==> src/rtl/tcc_pkg.sv <==
`default_nettype none

package tcc_pkg;

  // operating mode codes, code 3 acts as off
  typedef enum logic [1:0] {
    MODE_OFF  = 2'd0,
    MODE_HEAT = 2'd1,
    MODE_COOL = 2'd2
  } mode_e;

  // configuration register indexes
  typedef enum logic [2:0] {
    CFG_SETPOINT  = 3'd0,
    CFG_HYST      = 3'd1,
    CFG_ABS_MAX   = 3'd2,
    CFG_ABS_MIN   = 3'd3,
    CFG_MODE      = 3'd4,
    CFG_MIN_CYCLE = 3'd5,
    CFG_MAX_CYCLE = 3'd6
  } cfg_idx_e;

  localparam int unsigned CfgIdxWidth = 3;
  localparam int unsigned HystWidth   = 10;
  localparam int unsigned SecWidth    = 16;

  // 2 degree margin beyond the absolute limits, 1/16 degree units
  localparam int LimitMargin = 32;

  // reset values
  localparam int ResetSetpoint  = 320;
  localparam int ResetHyst      = 16;
  localparam int ResetAbsMax    = 480;
  localparam int ResetAbsMin    = 160;
  localparam int ResetMinCycle  = 300;
  localparam int ResetMaxCycle  = 3600;

endpackage

`default_nettype wire

==> src/rtl/thermostat_cycle_controller.sv <==
// thermostat cycle controller
// input channel (in_valid_i/in_ready_o) carries one evaluation: a temperature
// sample in 1/16 degree and the seconds since the cycle interval restarted.
// output channel (out_valid_o/out_ready_i) returns one result per evaluation:
// heat relay, cool relay and whether the cycle interval must restart.
// configuration channel (cfg_valid_i/cfg_ready_o) writes register cfg_index_i
// with cfg_data_i; it is always ready and should only be used while idle.
// the result is registered: it is valid in the cycle after the input transfer.
// throughput: one evaluation per cycle while the receiver keeps up; the
// decision is a few compares on the registered state and the incoming sample,
// written straight into the result register together with the updated state.
// when the receiver stalls, the result is held and one more input is
// taken only once the result register frees up (same cycle as its transfer).
// reset: setpoint 320, hysteresis 16, limits 480/160, mode off, min cycle 300 s,
// max cycle 3600 s, demand and relays off, first call pending, no result.
`default_nettype none

module thermostat_cycle_controller #(
  parameter int unsigned TEMP_WIDTH = 12
) (
  input  wire logic                              clk_i,
  input  wire logic                              rst_ni,
  // configuration write
  input  wire logic                              cfg_valid_i,
  output logic                                   cfg_ready_o,
  input  wire logic [tcc_pkg::CfgIdxWidth-1:0]   cfg_index_i,
  input  wire logic [((TEMP_WIDTH > tcc_pkg::SecWidth) ?
                      TEMP_WIDTH : tcc_pkg::SecWidth)-1:0] cfg_data_i,
  // evaluation input
  input  wire logic                              in_valid_i,
  output logic                                   in_ready_o,
  input  wire logic signed [TEMP_WIDTH-1:0]      temperature_i,
  input  wire logic [tcc_pkg::SecWidth-1:0]      elapsed_seconds_i,
  // result output
  output logic                                   out_valid_o,
  input  wire logic                              out_ready_i,
  output logic                                   heat_on_o,
  output logic                                   cool_on_o,
  output logic                                   restart_interval_o
);
  import tcc_pkg::*;

  // compare width: doubled temperature plus or minus the hysteresis
  localparam int unsigned CmpWidth =
    ((TEMP_WIDTH > HystWidth) ? TEMP_WIDTH : HystWidth) + 2;

  // configuration registers
  logic signed [TEMP_WIDTH-1:0] setpoint_q, abs_max_q, abs_min_q;
  logic [HystWidth-1:0]         hyst_q;
  logic [1:0]                   mode_q;
  logic [SecWidth-1:0]          min_cycle_q, max_cycle_q;

  // controller state
  logic demand_q, demand_d;
  logic first_call_q, first_call_d;
  logic heat_q, heat_d;
  logic cool_q, cool_d;

  // result register
  logic out_valid_q;
  logic heat_on_q, cool_on_q, restart_q;
  logic restart_d;

  logic in_fire, out_fire;

  assign cfg_ready_o = 1'b1;
  assign in_ready_o  = !out_valid_q || out_ready_i;
  assign in_fire     = in_valid_i && in_ready_o;
  assign out_fire    = out_valid_q && out_ready_i;

  // configuration writes
  always_ff @(posedge clk_i or negedge rst_ni) begin
    if (!rst_ni) begin
      setpoint_q  <= TEMP_WIDTH'(ResetSetpoint);
      hyst_q      <= HystWidth'(ResetHyst);
      abs_max_q   <= TEMP_WIDTH'(ResetAbsMax);
      abs_min_q   <= TEMP_WIDTH'(ResetAbsMin);
      mode_q      <= MODE_OFF;
      min_cycle_q <= SecWidth'(ResetMinCycle);
      max_cycle_q <= SecWidth'(ResetMaxCycle);
    end else if (cfg_valid_i && cfg_ready_o) begin
      unique case (cfg_index_i)
        CFG_SETPOINT:  setpoint_q  <= cfg_data_i[TEMP_WIDTH-1:0];
        CFG_HYST:      hyst_q      <= cfg_data_i[HystWidth-1:0];
        CFG_ABS_MAX:   abs_max_q   <= cfg_data_i[TEMP_WIDTH-1:0];
        CFG_ABS_MIN:   abs_min_q   <= cfg_data_i[TEMP_WIDTH-1:0];
        CFG_MODE:      mode_q      <= cfg_data_i[1:0];
        CFG_MIN_CYCLE: min_cycle_q <= cfg_data_i[SecWidth-1:0];
        CFG_MAX_CYCLE: max_cycle_q <= cfg_data_i[SecWidth-1:0];
        default: ;
      endcase
    end
  end

  // widened operands
  logic signed [CmpWidth-1:0] temp_x, temp2, sp2, hyst_x;
  logic signed [CmpWidth-1:0] amax_lim, amin_lim, heat_target, cool_target;
  logic [SecWidth-1:0]        min_cycle;
  logic                       is_heat, is_cool, max_run, cycle_ok;

  assign temp_x   = CmpWidth'(temperature_i);
  assign temp2    = temp_x <<< 1;
  assign sp2      = CmpWidth'(setpoint_q) <<< 1;
  assign hyst_x   = CmpWidth'($unsigned(hyst_q));
  assign amax_lim = CmpWidth'(abs_max_q) + CmpWidth'(LimitMargin);
  assign amin_lim = CmpWidth'(abs_min_q) - CmpWidth'(LimitMargin);

  // band edges move with demand
  assign heat_target = demand_q ? (sp2 + hyst_x) : (sp2 - hyst_x);
  assign cool_target = demand_q ? (sp2 - hyst_x) : (sp2 + hyst_x);

  // minimum cycle halved while running
  assign min_cycle = demand_q ? (min_cycle_q >> 1) : min_cycle_q;
  assign cycle_ok  = first_call_q || (elapsed_seconds_i >= min_cycle);
  assign max_run   = demand_q && (elapsed_seconds_i >= max_cycle_q);
  assign is_heat   = (mode_q == MODE_HEAT);
  assign is_cool   = (mode_q == MODE_COOL);

  // decision logic
  always_comb begin
    demand_d     = demand_q;
    first_call_d = first_call_q;
    heat_d       = heat_q;
    cool_d       = cool_q;
    restart_d    = 1'b0;
    priority if (max_run) begin
      restart_d = 1'b1;
      demand_d  = 1'b0;
      if (is_cool) begin
        cool_d = 1'b0;
      end else begin
        heat_d = 1'b0;
      end
    end else if (is_cool && (temp_x < amin_lim)) begin
      restart_d = demand_q;
      demand_d  = 1'b0;
      cool_d    = 1'b0;
    end else if (is_heat && (temp_x > amax_lim)) begin
      restart_d = demand_q;
      demand_d  = 1'b0;
      heat_d    = 1'b0;
    end else if (is_cool) begin
      if (cycle_ok) begin
        if (temp2 > cool_target) begin
          first_call_d = 1'b0;
          restart_d    = !demand_q;
          demand_d     = 1'b1;
          cool_d       = 1'b1;
        end else begin
          restart_d = demand_q;
          demand_d  = 1'b0;
          cool_d    = 1'b0;
        end
      end
    end else if (is_heat) begin
      if (cycle_ok) begin
        if (temp2 < heat_target) begin
          first_call_d = 1'b0;
          restart_d    = !demand_q;
          demand_d     = 1'b1;
          heat_d       = 1'b1;
        end else begin
          restart_d = demand_q;
          demand_d  = 1'b0;
          heat_d    = 1'b0;
        end
      end
    end else begin
      restart_d = 1'b0;
    end
  end

  // state update on input transfer
  always_ff @(posedge clk_i or negedge rst_ni) begin
    if (!rst_ni) begin
      demand_q     <= 1'b0;
      first_call_q <= 1'b1;
      heat_q       <= 1'b0;
      cool_q       <= 1'b0;
    end else if (in_fire) begin
      demand_q     <= demand_d;
      first_call_q <= first_call_d;
      heat_q       <= heat_d;
      cool_q       <= cool_d;
    end
  end

  // result valid flag
  always_ff @(posedge clk_i or negedge rst_ni) begin
    if (!rst_ni) begin
      out_valid_q <= 1'b0;
    end else if (in_fire) begin
      out_valid_q <= 1'b1;
    end else if (out_fire) begin
      out_valid_q <= 1'b0;
    end
  end

  // result payload
  always_ff @(posedge clk_i) begin
    if (in_fire) begin
      heat_on_q <= heat_d;
      cool_on_q <= cool_d;
      restart_q <= restart_d;
    end
  end

  assign out_valid_o        = out_valid_q;
  assign heat_on_o          = heat_on_q;
  assign cool_on_o          = cool_on_q;
  assign restart_interval_o = restart_q;

  // a running call always has cleared the first call flag
  assert property (@(posedge clk_i) disable iff (!rst_ni)
    demand_q |-> !first_call_q)
    else $error("demand on while first call still pending");

  // a transfer always leaves a result behind
  assert property (@(posedge clk_i) disable iff (!rst_ni)
    in_fire |=> out_valid_q)
    else $error("input transfer without result");

  // restart flag reports a demand change
  assert property (@(posedge clk_i) disable iff (!rst_ni)
    in_fire |=> (restart_q == (demand_q != $past(demand_q))))
    else $error("restart flag does not match demand change");

  // result relays mirror the state after the step
  assert property (@(posedge clk_i) disable iff (!rst_ni)
    in_fire |=> ((heat_on_q == heat_q) && (cool_on_q == cool_q)))
    else $error("result relays differ from relay state");

  // state moves only on an input transfer
  assert property (@(posedge clk_i) disable iff (!rst_ni)
    !in_fire |=> ($stable(demand_q) && $stable(heat_q) && $stable(cool_q)
                  && $stable(first_call_q)))
    else $error("state changed without an input transfer");

endmodule

`default_nettype wire

==> config.mk <==
export PLATFORM = sky130hd
export DESIGN_NAME = thermostat_cycle_controller
export DESIGN_NICKNAME = d
export VERILOG_FILES = /design/src/rtl/tcc_pkg.sv /design/src/rtl/thermostat_cycle_controller.sv
export SDC_FILE = /design/constraint.sdc
export NUM_CORES = 1
export LEC_CHECK = 0
export ABC_AREA = 1
export BUFFER_PORTS_ARGS = -buffer_cell sky130_fd_sc_hd__buf_2
export CELL_PAD_IN_SITES_DETAIL_PLACEMENT = 1
export CELL_PAD_IN_SITES_GLOBAL_PLACEMENT = 2
export CORE_MARGIN = 2
export CORE_UTILIZATION = 36
export DETAILED_ROUTE_END_ITERATION = 12
export PLACE_DENSITY = 0.9
export SKIP_LAST_GASP = 1
export SYNTH_ARGS = -nofsm -noshare
export SYNTH_HDL_FRONTEND = slang
export SYNTH_SLANG_ARGS = --single-unit
==> constraint.sdc <==
create_clock -name clk_i -period 4.4 [get_ports clk_i]
set_clock_uncertainty 0.1 [all_clocks]
set_input_delay 0.88 -clock clk_i [delete_from_list [all_inputs] [get_ports clk_i]]
set_output_delay 0.88 -clock clk_i [all_outputs]
set_load 0.005 [all_outputs]
# Yosys cells after proc, flatten, opt, wreduce, memory -nomap -nowiden
# Index checks and enable logic that the tools add are counted.
[op_classes]
addsub = 4
eq_ne = 9
n_bitwise = 3
mux = 41
reduce_logical = 24
magnitude_cmp = 6
[op_table]
columns = ["op", "count"]
rows = [
  ["$mux 1", 38],
  ["$ge 16x16->1", 2],
  ["$mux 14", 2],
  ["$mux 16", 1],
  ["$add 13x11->14", 1],
  ["$gt 13x14->1", 1],
  ["$lt 13x14->1", 1],
  ["$reduce_and 2->1", 7],
  ["$sub 13x11->14", 1],
  ["$add 12x7->13 const B", 1],
  ["$gt 12x13->1", 1],
  ["$lt 12x13->1", 1],
  ["$sub 12x7->13 const B", 1],
  ["$eq 3x3->1 const B", 3],
  ["$reduce_and 8->1", 1],
  ["$eq 3x2->1 const B", 2],
  ["$reduce_bool 2->1", 3],
  ["$logic_and 1x1->1", 5],
  ["$reduce_bool 5->1", 1],
  ["$reduce_bool 4->1", 1],
  ["$eq 3x1->1 const B", 1],
  ["$logic_not 3->1", 1],
  ["$not 1->1", 3],
  ["$reduce_and 3->1", 1],
  ["5 further kinds", 7],
]
[word_totals]
elab_cells = 102
input_bits = 52
regBits = 88
out_inout_bits = 6

# Depth between registers and ports, before layout
# Gate-level depths: netlist (run 1).
[depth]
depth_word = 10
depth_mapped = 32
depth_no_buf = 31

# Least setup slack after synthesis (run 1)
# No wires, ideal clock.
[synth_path]
kind = "reg2reg"
startpoint = "register hyst_q[4]"
endpoint = "register restart_q (netlist: restart_interval_o), data pin"
arrival_ns = 2.945
path_stages_with_launch = 25
path_slack_ns = 1.096
required_time_ns = 4.041
setup_ns = 0.259
path_buffers = 0
path_cell_list = "dfstp_2 inv_1 ha_1 inv_2 nand3_1 o21ai_2 nand2_1 a22oi_2 nand3_1 nand2_1 nand2_1 nand2_1 nand2_1 ha_1 nand2_1 nor4_2 nand2_1 nand2_1 nand2_1 nand2_1 nand2_2 nand3_1 nand3_1 nand2_1 nand3_1"
[synth_between]
elab_chain_len = 9
elab_cells_between_ends = 14
[synth_lines]
columns = ["element", "line", "source"]
rows = [
  ["start: declaration", "thermostat_cycle_controller.sv:49", "logic [HystWidth-1:0] hyst_q;"],
  ["start signal: assignment", "thermostat_cycle_controller.sv:75", "hyst_q <= HystWidth'(ResetHyst);"],
  ["start signal: assignment", "thermostat_cycle_controller.sv:84", "CFG_HYST: hyst_q <= cfg_data_i[HystWidth-1:0];"],
  ["$sub 13x11->14 / $add 13x11->14 (equally long branches)", "thermostat_cycle_controller.sv:109, thermostat_cycle_controller.sv:110", ""],
  ["$mux 14", "thermostat_cycle_controller.sv:109", "assign heat_target = demand_q ? (sp2 + hyst_x) : (sp2 - hyst_x);"],
  ["$lt 13x14->1", "thermostat_cycle_controller.sv:157", "if (temp2 < heat_target) begin"],
  ["$mux 1", "thermostat_cycle_controller.sv:157", ""],
  ["$mux 1", "thermostat_cycle_controller.sv:156", "if (cycle_ok) begin"],
  ["$mux 1", "thermostat_cycle_controller.sv:155", "end else if (is_heat) begin"],
  ["$mux 1 (*)", "thermostat_cycle_controller.sv:142", "end else if (is_cool) begin"],
  ["$mux 1 (*)", "thermostat_cycle_controller.sv:138", "end else if (is_heat && (temp_x > amax_lim)) begin"],
  ["$mux 1 (*)", "thermostat_cycle_controller.sv:134", "end else if (is_cool && (temp_x < amin_lim)) begin"],
  ["end signal: assignment", "thermostat_cycle_controller.sv:204", "restart_q <= restart_d;"],
  ["end: declaration", "thermostat_cycle_controller.sv:61", "logic heat_on_q, cool_on_q, restart_q;"],
]
# Every way passes the cells marked *; elsewhere a longest branch is shown, timed or not.
# A chain may end at the register's enable or synchronous reset.

# Worst setup path in the final report (run 1)
# Ends and elaborated chain as after synthesis.

==> results.yml, run 1 <==
sta:
  rsz0062_at_grt: "no"
  slew-limit-headroom: 0.3551
  report.final.hold_viol_count: 0
  timing_max_transition_violations_final: 0
  tightest_slew_ns: 0.9651
  max_freq_mhz: 262.0
  final.period_utilization: 0.8675
  finalSetupViolations: 0
  post-route-min-period_ns: 3.817
  finalSetupTns_ns: 0
  layout_setup_ws_ns: 0.5830
  final_worst_hold_slack_ns: 0.3859
cts:
  tritoncts: "built"
  cts-buffers-inserted: 9
  cts_resized: 0
  clockBufferDepth: 2
  postCtsHoldBufs: 0
  clock_sinks: 88
  htree_levels: 3
  clock_latency_ns: 0.36
  cts.reportedPaths.clkPinSlew_ns: 0.06
  post_cts_buffers: 0
  root_buffer: "clkbuf_16"
die:
  effective_utilization_at_floorplan: 0.3689
  fp.dieArea_um2: 21160
  chipWidth_um: 145.5
  floorplan.rows: 51
  num_io_pins: 58
  core_area_um2: 19530
  floorplan.die.height_um: 145.5
critical_path:
  critPathLaunchType: "register"
  cp.depth: 24
  critPathBufInv: 2
  worst_ep_arrival_time_ns: 3.82
  crit_top_cell: "nand2_1"
  timing.setup.critical_path_class: "reg2reg"
  worst_path_dominant_cell_family: "simple AND/OR/NAND/NOR gates"
  path_cells: "inv_1, ha_1, inv_2, nand3_1, o21ai_2, nand2_1, a22oi_2, nand3_1, nand2_1, nand2_1, nand2_1, nand2_1, ha_1, nand2_1, nor4_2, nand2_1, nand2_1, nand2_1, nand2_1, nand2_2, nand3_1, nand3_1, nand2_1, nand3_1"
  cpMaxStageDelayCell: "dfstp_2"
  end_kind: "register"
  crit_path_max_fanout: 7
  worst_path_max_stage_delay_ns: 0.55
  worst-endpoint-required_ns: 4.41
  r2r_cells: 24
logic_synthesis:
  synth_area_per_inst_um2: 7.488
  synthArstFlopShare: 0.9659
  dominantRegCellSynth: "dfrtp_1"
  synth-edff-count: 3
  synth.cell_area_um2: 7203
  synthesis.instances: 962
  synth_sequential_area_ratio: 0.3109
  synth.lib_cells_used.distinct: 39
  synth-warning-count: 0
  synth_net_count: 1121
  postSynthRegisterBits: 88
detailed_routing:
  totalWireLength_um: 19100
  first_pass_detailed_route_iteration_total: 4
  drtAntennaViolNets: 0
  route.detailed.vias_per_inst: 4.865
  avgRoutedWirePerCell_um: 15.02
  remaining_routing_drc_violations: 0
  drt-initial-drc-count: 226
  vias: 6188
finish:
  areaGrowthSynthToFinish_pct: 10.89
  layout-drive-gt1-share: 0.1281
  final_cells: 1272
  post-route-cell-area_um2: 7988
  nNetsFinal: 1161
  antenna_cells_inserted: 0
placement:
  dp.cells: 1256
  pre_cts_slack_ns: 0.5680
  placed_area_um2: 7696
  port_buffers: 56
  routabilityCongestion: 0.8266
  dp_hpwl_um: 15390
power:
  power_density_nw_per_um2: 502.4
  clock_power_frac: 0.194
  cell_internal_pwr_mw: 2.238
  ir_worst_vdd_v: 0.0002049
  p_switching_mw: 1.775
  sequential_fraction_of_design_power: 0.284
  combinationalPowerShare: 0.522
  power.switching_fraction: 0.4423
  static_leakage_nw: 4.127
min_path:
  hold_class: "reg2reg"
  hold-path-cell-count: 2
outcome:
  run_status: "finished, final reports clean"
grt:
  groute.usage.overall: 0.1893
  grt_antenna_before_repair: 0
  grt_pass1_wl_um: 32570
  grt_max_degree: 69
  grt_pass1_vias: 6462
  grt_overflow: 0
job:
  maximum_capacitance_violations: 0
## power groups by stage
stage	clock network [mW]	registers [mW]	logic [mW]
2_1_floorplan	0	1.10	1.62
5_1_grt	0.813	1.16	2.47
3_5_place_dp	0	1.15	2.12
3_3_place_gp	0	1.14	2.05
6_report	0.778	1.14	2.10
4_1_cts	0.795	1.14	2.13
## cell families (layout without fill, tap and decap cells)
group	Yosys count	in the layout	share of synthesized area
AO/OA/AOI/OAI	176	176	0.1355
adder cells (fa/ha/maj)	107	107	0.1879
XOR/XNOR	26	26	0.03161
buffers and inverters	164	209	0.09067
AND/OR/NAND/NOR	386	386	0.2234
other	1	1	0.0005206
multiplexers	14	14	0.01945
flip-flops	88	88	0.3109
## metrics by stage
step | power (mW) | utilization
3_5_place_dp | 3.269 | 0.3941
6_report | 4.013 | 0.4091
4_1_cts | 4.065 | 0.4091
2_1_floorplan | 2.723 | -
5_1_grt | 4.449 | 0.4091
3_3_place_gp | 3.188 | 0.3941
## per-layer routing
metal / track usage / vias up / share of wire
li1: - / 3197 / -
met1: 0.2583 / 2931 / 0.50
met2: 0.3230 / 49 / 0.47
met3: 0.02038 / 11 / 0.018
met4: 0.04559 / 0 / 0.011
met5: 0 / - / 0
## cell usage after synthesis, drive strengths merged (2+ instances only)
cell      n  share of area
nand3    46          0.034
a31oi     4         0.0082
nand2   279           0.15
clkbuf   20          0.010
ha      105           0.18
nand3b    4         0.0042
a21boi    2         0.0021
nand4     6         0.0052
edfxtp    3          0.013
buf      10         0.0097
nor2     41          0.022
o21a      3         0.0031
dfrtp    67           0.23
dfstp    18          0.066
inv     134          0.071
o21ai   122          0.087
mux2i    14          0.019
nor4      4         0.0052
nor3      6         0.0042
a21oi    42          0.030
xnor2     4         0.0049
xor2     22          0.027
fa        2         0.0056
## state kept, by name, indices dropped and copies added, names as in the netlist, 2 cells and up
signal,cells
hyst_q,10
max_cycle_q,16
abs_max_q,12
setpoint_q,12
abs_min_q,12
min_cycle_q,16
mode_q,2
## worst reg2reg max path, cell delays in order (launching register included)
cell and delay (ns):
dfstp_2 0.55, inv_1 0.05, ha_1 0.36, inv_2 0.15
nand3_1 0.10, o21ai_2 0.19, nand2_1 0.09, a22oi_2 0.23
nand3_1 0.11, nand2_1 0.07, nand2_1 0.07, nand2_1 0.06
nand2_1 0.06, ha_1 0.27, nand2_1 0.12, nor4_2 0.29
nand2_1 0.14, nand2_1 0.08, nand2_1 0.05, nand2_1 0.07
nand2_2 0.09, nand3_1 0.09, nand3_1 0.07, nand2_1 0.06
nand3_1 0.07
## cells in the final DEF, fill, tap and decap left out, types with 5 or more instances in the layout
| cell | netlist | routed |
|---|---|---|
| nand2_2 | 9 | 9 |
| a21oi_1 | 40 | 40 |
| o21ai_1 | 11 | 11 |
| nor3_1 | 6 | 6 |
| clkbuf_16 | 0 | 9 |
| inv_2 | 7 | 7 |
| buf_2 | 5 | 55 |
| mux2i_1 | 14 | 14 |
| nand2_1 | 270 | 270 |
| nand3_1 | 43 | 43 |
| dfrtp_1 | 67 | 66 |
| nor2_1 | 39 | 39 |
| dfstp_2 | 18 | 18 |
| xor2_1 | 22 | 22 |
| o21ai_2 | 5 | 5 |
| o21ai_0 | 106 | 106 |
| inv_1 | 126 | 126 |
| nand4_1 | 6 | 6 |
| ha_1 | 105 | 105 |
## final cells by class
| cell class | instances | area, um2 |
|---|---|---|
| inverters | 134 | 508.0 |
| multi-input cells | 710 | 4310 |
| fillers | 2517 | 11540 |
| well taps | 265 | 331.6 |
| flip-flops and latches | 88 | 2241 |
| repair buffers | 59 | 305.3 |
| clock inverters | 4 | 45.04 |
| clock buffers | 12 | 246.5 |
## path summary, 6_finish.rpt
path / startpoint / endpoint / slack (ns)
max: hyst_q[4]$_DFFE_PN1P_ / restart_interval_o$_SDFFCE_PP1P_ / 0.58
max reg2reg: hyst_q[4]$_DFFE_PN1P_ / restart_interval_o$_SDFFCE_PP1P_ / 0.58
min in group asynchronous: rst_ni / abs_min_q[4]$_DFFE_PN0P_ / 0.54
min reg2reg: abs_min_q[2]$_DFFE_PN0P_ / abs_min_q[2]$_DFFE_PN0P_ / 0.39
max in group asynchronous: rst_ni / min_cycle_q[8]$_DFFE_PN1P_ / 2.79
min: abs_min_q[2]$_DFFE_PN0P_ / abs_min_q[2]$_DFFE_PN0P_ / 0.39
No activity file was read; power rests on OpenSTA's default activity.
==> run 2: changes to the inputs <==
--- a/config.mk
+++ b/config.mk
@@ -7,10 +7,8 @@
 export LEC_CHECK = 0
 export ABC_AREA = 1
 export BUFFER_PORTS_ARGS = -buffer_cell sky130_fd_sc_hd__buf_2
-export CELL_PAD_IN_SITES_DETAIL_PLACEMENT = 1
-export CELL_PAD_IN_SITES_GLOBAL_PLACEMENT = 2
 export CORE_MARGIN = 2
-export CORE_UTILIZATION = 36
+export CORE_UTILIZATION = 62
 export DETAILED_ROUTE_END_ITERATION = 12
 export PLACE_DENSITY = 0.9
 export SKIP_LAST_GASP = 1
==> results.yml, run 2 (synthesized netlist as in run 1, its figures left out) <==
placement:
  dp_hpwl_um: 12550
  routabilityCongestion: 0.9194
  port_buffers: 56
  placed_area_um2: 7527
critical_path:
  crit_path_max_fanout: 7
  r2r_cells: 27
  worst-endpoint-required_ns: 4.39
  end_kind: "register"
  startpoint: "hyst_q[4]$_DFFE_PN1P_"
  critPathLaunchType: "register"
  worstReg2RegStart: "hyst_q[4]$_DFFE_PN1P_"
  crit-reg2reg-capture: "restart_interval_o$_SDFFCE_PP1P_"
  reg2reg_slack_ns: 0.73
  timing.setup.critical_path_class: "reg2reg"
  cpMaxStageDelayCell: "dfstp_2"
  worst_path_max_stage_delay_ns: 0.54
  crit_top_cell: "nand2_1"
  worst_ep_arrival_time_ns: 3.67
job:
  maximum_capacitance_violations: 0
cts:
  cts_resized: 0
  clockBufferDepth: 2
  htree_levels: 3
  clock_sinks: 88
  post_cts_buffers: 0
  cts.reportedPaths.clkPinSlew_ns: 0.06
  root_buffer: "clkbuf_16"
  clock_latency_ns: 0.35
  postCtsHoldBufs: 0
  cts-buffers-inserted: 9
  tritoncts: "built"
sta:
  timing_max_transition_violations_final: 0
  post-route-min-period_ns: 3.674
  finalSetupTns_ns: 0
  finalSetupViolations: 0
  tightest_slew_ns: 1.051
  slew-limit-headroom: 0.2994
  final.period_utilization: 0.8351
  report.final.hold_viol_count: 0
  rsz0062_at_grt: "no"
  max_freq_mhz: 272.2
min_path:
  min-delay-start: "abs_min_q[1]$_DFFE_PN0P_"
  hold_class: "reg2reg"
  hold_worst_path_end: "abs_min_q[1]$_DFFE_PN0P_"
  hold-path-cell-count: 2
finish:
  multi_input_comb_area_um2: 4310
  most_frequent_cells_in_the_layout: "nand2_1 (270), inv_1 (126), o21ai_0 (106)"
  layout-drive-gt1-share: 0.1254
  antenna_cells_inserted: 0
  areaGrowthSynthToFinish_pct: 8.477
  regArea_um2: 2240
  utilization: 0.6872
  post-route-cell-area_um2: 7814
  layout_commonest_cell: "nand2_1"
  nNetsFinal: 1159
  top_regs: "max_cycle_q (16), min_cycle_q (16)"
  number_of_filler_instances_in_the_final_layout: 894
detailed_routing:
  totalWireLength_um: 16640
  dr_wl_met2_um: 7815
  avgRoutedWirePerCell_um: 14.49
  met3WireLength_um: 817
  remaining_routing_drc_violations: 0
  drt-initial-drc-count: 560
  met1_layer_wirelength_in_the_final_routing_um: 7619
  drtAntennaViolNets: 0
  first_pass_detailed_route_iteration_total: 5
  vias: 6392
  top_layer_used: "met4"
  route.detailed.vias_per_inst: 5.568
power:
  cell_internal_pwr_mw: 2.210
  power.switching_fraction: 0.4371
  static_leakage_nw: 4.112
  ir_worst_vdd_v: 0.0002854
  clock_power_frac: 0.188
  sequential_fraction_of_design_power: 0.290
  combinationalPowerShare: 0.523
  p_switching_mw: 1.716
  power_density_nw_per_um2: 502.4
  power_total_mw: 3.926
die:
  fp.dieArea_um2: 12500
  core_area_um2: 11370
  effective_utilization_at_floorplan: 0.6335
  num_io_pins: 58
  floorplan.rows: 39
  floorplan.die.height_um: 111.8
  chipWidth_um: 111.8
grt:
  groute.usage.overall: 0.2766
  grt_pass1_wl_um: 28370
  grt_pass1_vias: 6083
  grt_overflow: 0
  grt_max_degree: 86
  grt_antenna_before_repair: 0
outcome:
  run_status: "finished, final reports clean"
==> run 2: changes by cell type in the layout (fill, tap and decap cells not counted), sizes merged <==
cell	delta
bufinv	-1
clkinv	-2
buf	-2
clkinvlp	+1
clkbuf	+2
==> run 2: area by class of cell <==
type,instances,area share
multi-input combinational,710,0.5516
sequential,88,0.2866
inverter,134,0.06501
timing repair buffer,57,0.03715
clock buffer,14,0.03507
tap,143,0.02290
clock inverter,2,0.001601
==> run 2: critical path: cells and delay by family, from the launching register on <==
family	cells	cell delay (ns)
AOI/OAI and AO/OA	1	0.21
adders and majority gates	2	0.69
DFF	1	0.54
buffers and inverters	5	0.32
and+or+nand+nor	19	1.56
==> run 2: worst max path at each step <==
stage                                  endpoint  slack, ns  cells past startpoint
2_1_floorplan  restart_interval_o$_SDFFCE_PP1P_       1.10                     24
3_3_place_gp   restart_interval_o$_SDFFCE_PP1P_       0.86                     27
3_5_place_dp   restart_interval_o$_SDFFCE_PP1P_       0.77                     27
4_1_cts        restart_interval_o$_SDFFCE_PP1P_       0.76                     27
5_1_grt        restart_interval_o$_SDFFCE_PP1P_       0.34                     24
6_report       restart_interval_o$_SDFFCE_PP1P_       0.73                     27
==> run 2: through the flow <==
step	worst slack, ns	hold WS (ns)	cells
floorplan	1.096	0.3530	962
global placement	0.8607	0.3657	1132
detailed placement	0.7667	0.3738	1132
CTS	0.7589	0.3871	1148
global route	0.3384	0.3910	1148
finish	0.7257	0.3855	1148
==> run 2: power by group through the flow <==
stage          registers, mW  clock network [mW]  logic, mW
2_1_floorplan           1.10                   0       1.62
3_3_place_gp            1.14                   0       1.93
3_5_place_dp            1.15                   0       2.02
4_1_cts                 1.13               0.740       2.04
5_1_grt                 1.16               0.773       2.38
6_report                1.14               0.737       2.05
==> run 2: routing by layer <==
| metal | up-vias | track usage |
|---|---|---|
| li1 | 3197 | - |
| met1 | 2978 | 0.3697 |
| met2 | 184 | 0.4562 |
| met3 | 33 | 0.04409 |
| met4 | 0 | 0.1021 |
| met5 | - | 0 |
==> run 3: changes to the inputs <==
--- a/config.mk
+++ b/config.mk
@@ -5,12 +5,12 @@
 export SDC_FILE = /design/constraint.sdc
 export NUM_CORES = 1
 export LEC_CHECK = 0
-export ABC_AREA = 1
+export ABC_AREA = 0
 export BUFFER_PORTS_ARGS = -buffer_cell sky130_fd_sc_hd__buf_2
 export CORE_MARGIN = 2
-export CORE_UTILIZATION = 62
+export CORE_UTILIZATION = 61
 export DETAILED_ROUTE_END_ITERATION = 12
-export PLACE_DENSITY = 0.9
+export PLACE_DENSITY = 0.89
 export SKIP_LAST_GASP = 1
 export SYNTH_ARGS = -nofsm -noshare
 export SYNTH_HDL_FRONTEND = slang
==> constraint.sdc (replaced) <==
create_clock -name clk_i -period 3.6 [get_ports clk_i]
set_clock_uncertainty 0.1 [all_clocks]
set_input_delay 0.72 -clock clk_i [delete_from_list [all_inputs] [get_ports clk_i]]
set_output_delay 0.72 -clock clk_i [all_outputs]
set_load 0.005 [all_outputs]
==> results.yml, run 3 <==
power:
  ir_worst_vdd_v: 0.0003756
  cell_internal_pwr_mw: 3.325
  clock_power_frac: 0.187
  power.switching_fraction: 0.3964
  power_density_nw_per_um2: 670.3
  combinationalPowerShare: 0.554
  p_switching_mw: 2.184
  static_leakage_nw: 3.784
  sequential_fraction_of_design_power: 0.259
die:
  num_io_pins: 58
  chipWidth_um: 111.0
  core_area_um2: 11320
  effective_utilization_at_floorplan: 0.6173
  floorplan.rows: 39
  fp.dieArea_um2: 12330
  floorplan.die.height_um: 111.0
logic_synthesis:
  yosys-top-cells-area: "dfrtp_1 (24%), ha_1 (19%), mux2_2 (10%)"
  synthesis.instances: 712
  synth_top_area_cell: "dfrtp_1"
  postSynthRegisterBits: 88
  synthArstFlopShare: 0.9659
  synth_most_common_cell: "ha_1"
  synth.lib_cells_used.distinct: 71
  synth-warning-count: 0
  yosysTopAreaCellShare: 0.2399
  synth.cell_area_um2: 6988
  synth_net_count: 871
  synth-edff-count: 3
  synth_area_per_inst_um2: 9.815
  ys_top_cells_by_count: "ha_1 (105), dfrtp_1 (67), mux2_2 (63), inv_1 (57), nand2_1 (50)"
  synth_sequential_area_ratio: 0.3205
  dominantRegCellSynth: "dfrtp_1"
critical_path:
  crit_path_max_fanout: 5
  r2r_cells: 18
  critPathLaunchType: "register"
  worst_ep_arrival_time_ns: 3.83
  worst-endpoint-required_ns: 3.60
  timing.setup.critical_path_class: "reg2reg"
  end_kind: "register"
finish:
  layout-drive-gt1-share: 0.3026
  number_of_filler_instances_in_the_final_layout: 795
  layout_commonest_cell: "ha_1"
  antenna_cells_inserted: 0
  utilization: 0.7259
  most_frequent_cells_in_the_layout: "ha_1 (101), dfrtp_1 (66), mux2_2 (63)"
  post-route-cell-area_um2: 8218
  areaGrowthSynthToFinish_pct: 17.60
  nNetsFinal: 967
  top_regs: "max_cycle_q (16), min_cycle_q (16)"
placement:
  dp_hpwl_um: 13870
  routabilityCongestion: 0.9647
  port_buffers: 56
  placed_area_um2: 7731
detailed_routing:
  remaining_routing_drc_violations: 0
  avgRoutedWirePerCell_um: 19.03
  vias: 5931
  first_pass_detailed_route_iteration_total: 5
  totalWireLength_um: 18190
  drtAntennaViolNets: 0
  route.detailed.vias_per_inst: 6.204
  drt-initial-drc-count: 341
cts:
  cts-buffers-inserted: 9
  postCtsHoldBufs: 0
  clock_sinks: 88
  cts.reportedPaths.clkPinSlew_ns: 0.07
  htree_levels: 3
  tritoncts: "built"
  root_buffer: "clkbuf_16"
  clockBufferDepth: 2
  clock_latency_ns: 0.35
grt:
  grt_max_degree: 60
  grt_antenna_before_repair: 0
  grt_pass1_vias: 6211
  grt_overflow: 0
  grt_pass1_wl_um: 29440
  groute.usage.overall: 0.3000
job:
  maximum_capacitance_violations: 0
sta:
  layout_setup_ws_ns: -0.2347
  report.final.hold_viol_count: 0
  tightest_slew_ns: 1.016
  finalSetupViolations: 7
  rsz0062_at_grt: "yes"
  post-route-min-period_ns: 3.835
  timing_max_transition_violations_final: 0
  max_freq_mhz: 260.8
  slew-limit-headroom: 0.3200
  final.period_utilization: 1.065
min_path:
  hold_class: "in2async"
outcome:
  run_status: "complete, but fails checks"
  failed_checks: "setup timing"
[run 3: changes by cell type in the layout (fill, tap and decap cells not counted), moves of 15 or more]
cell / previous run / this run
inv_1: 126 / 54
mux2_2: 0 / 63
o21ai_0: 106 / 43
buf_4: 2 / 49
xnor2_1: 4 / 19
nand2_1: 270 / 50
nand3_1: 43 / 15
[run 3: layout make-up]
class                   instances  area (um2)  share of cell area
clock buffers                  12       246.5             0.02999
clock inverters                 4       75.07            0.009135
inverters                      57       214.0             0.02604
multi-input cells             546        4588              0.5583
flip-flops and latches         88        2241              0.2727
well taps                     143       178.9             0.02177
repair buffers                106       674.4             0.08206
[run 3: power groups by stage]
stage	clock network [mW]	registers (mW)	logic [mW]
floorplan	0	1.38	2.01
global placement	0	1.41	2.64
detailed placement	0	1.43	2.79
CTS	1.04	1.42	2.94
global route	1.09	1.45	3.37
finish	1.03	1.43	3.05
[run 3: final timing paths]
kind / from / end / slack, ns
setup / recovery: setpoint_q[0]$_DFFE_PN0P_ / restart_interval_o$_SDFFCE_PP1P_ / -0.23
min in group clk_i: cool_q$_DFFE_PN0P_ / cool_q$_DFFE_PN0P_ / 0.40
max in group asynchronous: rst_ni / abs_max_q[8]$_DFFE_PN1P_ / 2.28
hold reg to reg: cool_q$_DFFE_PN0P_ / cool_q$_DFFE_PN0P_ / 0.40
setup reg to reg: setpoint_q[0]$_DFFE_PN0P_ / restart_interval_o$_SDFFCE_PP1P_ / -0.23
hold / removal: rst_ni / abs_min_q[3]$_DFFE_PN0P_ / 0.34
[run 3: logic make-up (layout without fill, tap and decap cells)]
logic type               after synthesis  count (layout)  share of synthesized area
AO/OA/AOI/OAI                        157             157                     0.1458
XOR/XNOR                              28              28                    0.03509
multiplexers                          86              86                     0.1345
AND/OR/NAND/NOR                      167             167                     0.1239
buffers and inverters                 78             179                    0.04602
other                                  1               1                  0.0005366
flip-flops                            88              88                     0.3205
adder cells (fa/ha/maj)              107             107                     0.1937
[run 3: routing by layer]
| layer | global-route usage | routed length [um] | vias up | share of wire |
|---|---|---|---|---|
| li1 | - | - | 2784 | - |
| met1 | 0.3566 | 7491 | 2871 | 0.41 |
| met2 | 0.5256 | 9072 | 207 | 0.50 |
| met3 | 0.05085 | 890 | 69 | 0.049 |
| met4 | 0.1498 | 735 | 0 | 0.040 |
| met5 | 0 | 0 | - | 0 |
[run 3: stage by stage]
step | power (mW) | setup TNS (ns) | std cells | setup slack (ns) | hold WS, ns
after floorplan | 3.382 | -0.02156 | 712 | -0.02156 | 0.3244
after global placement | 4.053 | -0.7264 | 933 | -0.1703 | 0.3836
after detailed placement | 4.220 | -1.418 | 933 | -0.2989 | 0.3930
after CTS | 5.395 | -0.7426 | 955 | -0.1942 | 0.3659
after global routing | 5.911 | -2.825 | 956 | -0.4630 | 0.4009
final | 5.509 | -1.214 | 956 | -0.2347 | 0.3390
[run 3: critical path: stages (launching register included)]
cell and delay (ns):
dfrtp_2 0.41, ha_2 0.19, inv_1 0.05, fa_2 0.33, o21bai_1 0.16, a21oi_2 0.10
o21ai_1 0.13, nand2b_1 0.11, o21bai_1 0.17, xnor2_1 0.17, mux2i_1 0.12, ha_1 0.32
nand2_1 0.07, a211oi_2 0.22, o21ai_2 0.10, a2111oi_4 0.47, o31ai_1 0.13, nand4_1 0.13
nand4b_1 0.10
[run 3: repair_timing]
item,4_1_cts,5_1_grt
gates resized for setup,12,15
setup buffers,6,1
pin swaps,19,14
cloned,0,0
setup endpoints to repair,7,7
